**config.mk**
```make
export PLATFORM = sky130hd
export DESIGN_NAME = tbe_ctrl
export DESIGN_NICKNAME = d
export VERILOG_FILES = /design/src/rtl/text_buffer_edit_engine_top_macros.svh /design/src/rtl/tbe_pkg.sv /design/src/rtl/tbe_ctrl.sv
export SDC_FILE = /design/constraint.sdc
export NUM_CORES = 1
export LEC_CHECK = 0
export BUFFER_PORTS_ARGS = -buffer_cell sky130_fd_sc_hd__buf_2
export CAP_MARGIN = 20
export CELL_PAD_IN_SITES_DETAIL_PLACEMENT = 1
export CELL_PAD_IN_SITES_GLOBAL_PLACEMENT = 1
export CORE_UTILIZATION = 33
export DETAILED_ROUTE_END_ITERATION = 7
export PLACE_DENSITY = 0.76
export SLEW_MARGIN = 10
export SYNTH_ARGS = -nofsm -noshare
export SYNTH_HDL_FRONTEND = slang
export SYNTH_SLANG_ARGS = --single-unit
```
**constraint.sdc**
```tcl
create_clock -name clk_i -period 1.7 [get_ports clk_i]
set_input_delay 0 -clock clk_i [delete_from_list [all_inputs] [get_ports clk_i]]
set_output_delay 0 -clock clk_i [all_outputs]
set_load 0.02 [all_outputs]
```
**src/rtl/text_buffer_edit_engine_top_macros.svh**
```systemverilog
// Assertion macros for the text buffer edit engine.
`ifndef TEXT_BUFFER_EDIT_ENGINE_TOP_MACROS_SVH
`define TEXT_BUFFER_EDIT_ENGINE_TOP_MACROS_SVH
// Implication checked on every clock edge outside reset.
`define TBE_ASSERT_IMP(label, clk, rst_n, ante, cons) \
  label: assert property (@(posedge clk) disable iff (!rst_n) (ante) |-> (cons)) \
    else $error("assertion failed");
// Next-cycle implication checked outside reset.
`define TBE_ASSERT_NXT(label, clk, rst_n, ante, cons) \
  label: assert property (@(posedge clk) disable iff (!rst_n) (ante) |=> (cons)) \
    else $error("assertion failed");
`endif

```
**src/rtl/tbe_pkg.sv**
```systemverilog
// Package with codes and types of the text buffer edit engine.
package tbe_pkg;
  localparam int unsigned BufferBytesDefault = 2048;
  localparam int unsigned FieldW = 11;

  localparam logic [2:0] OpKey    = 3'd0;
  localparam logic [2:0] OpRead   = 3'd1;
  localparam logic [2:0] OpClear  = 3'd2;
  localparam logic [2:0] OpAppend = 3'd3;
  localparam logic [2:0] OpSaved  = 3'd4;

  localparam logic [7:0] KeyBs     = 8'd8;
  localparam logic [7:0] KeyNl     = 8'd10;
  localparam logic [7:0] KeyCr     = 8'd13;
  localparam logic [7:0] KeySave   = 8'd15;
  localparam logic [7:0] KeyQuitA  = 8'd24;
  localparam logic [7:0] KeyQuitB  = 8'd27;
  localparam logic [7:0] KeySpace  = 8'd32;
  localparam logic [7:0] KeyDel    = 8'd127;
  localparam logic [7:0] KeyUp     = 8'd128;
  localparam logic [7:0] KeyDown   = 8'd129;
  localparam logic [7:0] KeyLeft   = 8'd130;
  localparam logic [7:0] KeyRight  = 8'd131;

  localparam logic [1:0] ReqNone = 2'd0;
  localparam logic [1:0] ReqSave = 2'd1;
  localparam logic [1:0] ReqQuit = 2'd2;

  // Datapath command: which walk or update to run this cycle.
  typedef enum logic [3:0] {
    CmdNone, CmdLoad, CmdIns, CmdDel, CmdUpBeg, CmdUpPrev, CmdDnBeg, CmdDnEnd,
    CmdDnNext, CmdFinish
  } cmd_e;

  typedef struct packed {
    cmd_e cmd;
    logic mem_rd;
  } tbe_cmd_t;

  typedef struct packed {
    logic walk_done;
    logic rd_nl;
  } tbe_stat_t;
endpackage

```
**src/rtl/tbe_ctrl.sv**
```systemverilog
// Controller state machine of the text buffer edit engine.
module tbe_ctrl (
  input  logic               clk_i,
  input  logic               rst_ni,
  input  logic               start_i,
  input  logic [7:0]         key_i,
  input  logic [2:0]         op_i,
  input  tbe_pkg::tbe_stat_t stat_i,
  output tbe_pkg::tbe_cmd_t  cmd_o,
  output logic               busy_o,
  output logic               done_o
);
  import tbe_pkg::*;

  typedef enum logic [6:0] {
    StIdle  = 7'b0000001,
    StWalk  = 7'b0000010,
    StWait  = 7'b0000100,
    StStep  = 7'b0001000,
    StStep2 = 7'b0010000,
    StStep3 = 7'b0100000,
    StDone  = 7'b1000000
  } state_e;

  state_e state_q, state_d;
  cmd_e   kind_q, kind_d;
  cmd_e   phase_q, phase_d;

  always_ff @(posedge clk_i or negedge rst_ni) begin
    if (!rst_ni) begin
      state_q <= StIdle;
      kind_q  <= CmdNone;
      phase_q <= CmdNone;
    end else begin
      state_q <= state_d;
      kind_q  <= kind_d;
      phase_q <= phase_d;
    end
  end

  always_comb begin
    state_d = state_q;
    kind_d  = kind_q;
    phase_d = phase_q;
    cmd_o   = '{cmd: CmdNone, mem_rd: 1'b0};
    done_o  = 1'b0;
    case (state_q)
      StIdle: begin
        if (start_i) begin
          // The first cycle loads operands and issues the first read.
          cmd_o = '{cmd: CmdLoad, mem_rd: 1'b1};
          state_d = StWait;
          kind_d  = CmdNone;
          if (op_i == OpKey) begin
            if (key_i == KeyUp) kind_d = CmdUpBeg;
            else if (key_i == KeyDown) kind_d = CmdDnBeg;
            else if (key_i == KeyBs || key_i == KeyDel) kind_d = CmdDel;
            else if (key_i == KeyNl || key_i == KeyCr ||
                     (key_i >= KeySpace && key_i < KeyDel)) kind_d = CmdIns;
          end
          phase_d = kind_d;
        end
      end
      StWait: begin
        // Read data for the current address is now valid.
        state_d = (phase_q == CmdNone) ? StDone : StWalk;
      end
      StWalk: begin
        cmd_o = '{cmd: phase_q, mem_rd: 1'b1};
        if (stat_i.walk_done) begin
          case (phase_q)
            CmdUpBeg: begin phase_d = CmdUpPrev; state_d = StWait; end
            CmdDnBeg: begin phase_d = CmdDnEnd; state_d = StWait; end
            CmdDnEnd: begin phase_d = CmdDnNext; state_d = StWait; end
            default:  begin phase_d = CmdNone; state_d = StDone; end
          endcase
        end else begin
          state_d = StWait;
        end
      end
      StDone: begin
        cmd_o  = '{cmd: CmdFinish, mem_rd: 1'b0};
        done_o = 1'b1;
        state_d = StIdle;
      end
      default: state_d = StIdle;
    endcase
  end

  assign busy_o = (state_q != StIdle);
endmodule

```
==> flow_summary_export.csv <==
group,metric,value,unit
clock_tree,clk_pin_slew,60,ps
min_path,hold_path_class,"in -> reg",
die,start_util,0.349,
sta,worst_slack,135,ps
die,rows,15,
global_routing,grt_max_degree,12,
sta,hold_violations,0,
synthesis,synth-edff-count,0,
global_routing,grt_pass1_wl,2510,microns
route,routed_wl,1510,microns
synthesis,synthArstFlopShare,1.00,
critical_path,required,1700,ps
clock_tree,post_cts_buffers,0,
critical_path,r2r_slack,230,ps
critical_path,critPathKind,"reg -> out",
place,place.gp.congestion,0.757,
synthesis,syn_area_per_cell,8.65,sq um
sta,report.final.slew_viol_count,0,
place,placed_area,724,sq um
final_layout,final_util,0.449,
route,drc,0,
clock_tree,cts_root_buffer,"clkbuf_4",
route,post_drt_via_cell_ratio,5.15,
die,die_h,44.5,microns
synthesis,synth_top_cells_by_area,"dfrtp_1 (29%), nand3b_1 (6.3%), nor2_1 (5.0%)",
sta,rsz0062_at_grt,"false",
critical_path,rr_worst_depth,4,
synthesis,synth_common_cells,"nor2_1 (8), dfrtp_1 (7), inv_1 (5), nand3b_1 (5)",
synthesis,syn_area,597,sq um
route,first_pass_iters,4,
global_routing,grt_pass1_vias,605,
final_layout,num_antenna_cells,0,
clock_tree,clkLatencyLatePin,270,ps
global_routing,antenna_found_initial,0,
global_routing,overflow,0,
synthesis,yosysMostFrequentCell,"nor2_1",
synthesis,yosysSeqAreaShare,0.338,
global_routing,grt_util_all_layers,0.175,
sta,min_period,1570,ps
die,coreArea,1710,sq um
final_layout,multi_input_area,367,sq um
place,dp_hpwl,1210,microns
sta,period_share,0.921,
clock_tree,cts_tree,"yes",
clock_tree,cts_buffer_depth,2,
die,io_pins,23,
final_layout,fin_nets,111,
clock_tree,numCtsBuffers,3,
synthesis,synth-seq-cells,8,
die,dieArea,1980,sq um
sta,relSlewSlack,0.690,
final_layout,drive_gt1_frac,0.330,
final_layout,fin_area,767,sq um
synthesis,synth_top_area_frac,0.294,
pwr,vdd_drop_max,0.482,mV
pwr,power,0.977,mW
status,status,"finished, final reports clean",
final_layout,synthToLayoutAreaGrowth,28.5,%
sta,setup_viol_count_final,0,
sta,max_freq,639,MHz
sta,timing.setup.tns,0,ps
clock_tree,cts.sinks,8,
final_layout,regArea,201,sq um
critical_path,arrival,1570,ps
synthesis,synthFlopType,"dfrtp_1",
place,portBuffers,21,
pwr,leakage,0.342,nW
synthesis,ys_warn_count,0,
place,pre_cts_slack,251,ps
die,die_w,44.5,microns
sta,clock_skew,11.5,ps
min_path,worstHoldPathCells,3,
critical_path,worst_setup_path_end_kind,"output port",
synthesis,syn-instance-count,69,
synthesis,yosysTopAreaCell,"dfrtp_1",
route,wl_per_cell,12.7,microns
route,ant_nets,0,
critical_path,critPathLaunchType,"flop",
clock_tree,cts_max_level,1,
pwr,power.density,1270,nW/um^2
sta,worst_pin_slew,453,ps
synthesis,syn-num-nets,85,
critical_path,crit_fanout,11,
synthesis,synth.distinct_cells,35,
route,dr_total_vias,613,
route,drt-initial-drc-count,5,
final_layout,n_fill_cell,221,
run,drv_cap,0,
## worst max-delay path, stage by stage (launching register included)
cell and delay [ps]:
dfrtp_1 510, nor4b_4 420, and2_4 230, buf_2 160
## sequential cells by signal, summed over array words and instances (netlist names)
signal	cells
state_q	4
phase_q	4
## final timing paths
check / start / end
worst max register to register: state_q[1] / phase_q[0]
worst min-delay path: key_i[7] / phase_q[2]
worst min register to register: phase_q[3] / phase_q[3]
min in group asynchronous: rst_ni / phase_q[3]
max in group asynchronous: rst_ni / state_q[0]
worst max-delay path: state_q[1] / cmd_o[3]
## kinds of logic after synthesis
logic type,Yosys count,synth area share
simple gates,37,0.392
buf+inv,7,0.0587
mux,1,0.0168
compound gates,16,0.195
flops,8,0.338
## power breakdown
group	switching, mW	internal, mW
clock	0.0752	0.0904
sequential	0.116	0.262
combinational	0.242	0.192
total	0.433	0.544
## routing by layer
| metal | share of wire | vias to the layer above | GRT usage |
|---|---|---|---|
| met3 | 0.036 | 2 | 0.0122 |
| met5 | 0 | - | 0 |
| met2 | 0.50 | 20 | 0.318 |
| li1 | - | 305 | - |
| met4 | 0.017 | 0 | 0.0909 |
| met1 | 0.45 | 286 | 0.203 |
## area by class of cell
cell class | instances | area share
clock buffer | 4 | 0.0343
tap | 25 | 0.0408
sequential | 8 | 0.263
inverter | 5 | 0.0245
timing repair buffer | 23 | 0.160
multi-input combinational | 54 | 0.478
## what timing repair did
action | in CTS | in global routing
hold endpoints to repair | 8 | 0
endpoints found under the setup margin | 0 | 1
gates resized for setup | 0 | 1
hold buffers | 1 | 0
## metrics by stage
stage	hold slack, ps	cells
finish	26.7	119
floorplan	-296	69
CTS	20.3	119
global placement	-147	114
global route	35.9	119
detailed placement	-144	114
## cell usage in the layout (no fill, tap or decap), types with 2 or more instances in the layout
cell type | Yosys | routed
a21boi_2 | 2 | 2
a21oi_1 | 3 | 3
buf_2 | 1 | 21
clkbuf_4 | 0 | 3
dfrtp_1 | 7 | 7
inv_1 | 5 | 5
nand2_1 | 3 | 3
nand3_1 | 3 | 3
nand3b_1 | 5 | 5
nand4_1 | 3 | 3
nor2_1 | 8 | 8
nor4_1 | 3 | 2
o21ai_0 | 3 | 3
(Power assumes the default switching activity.)
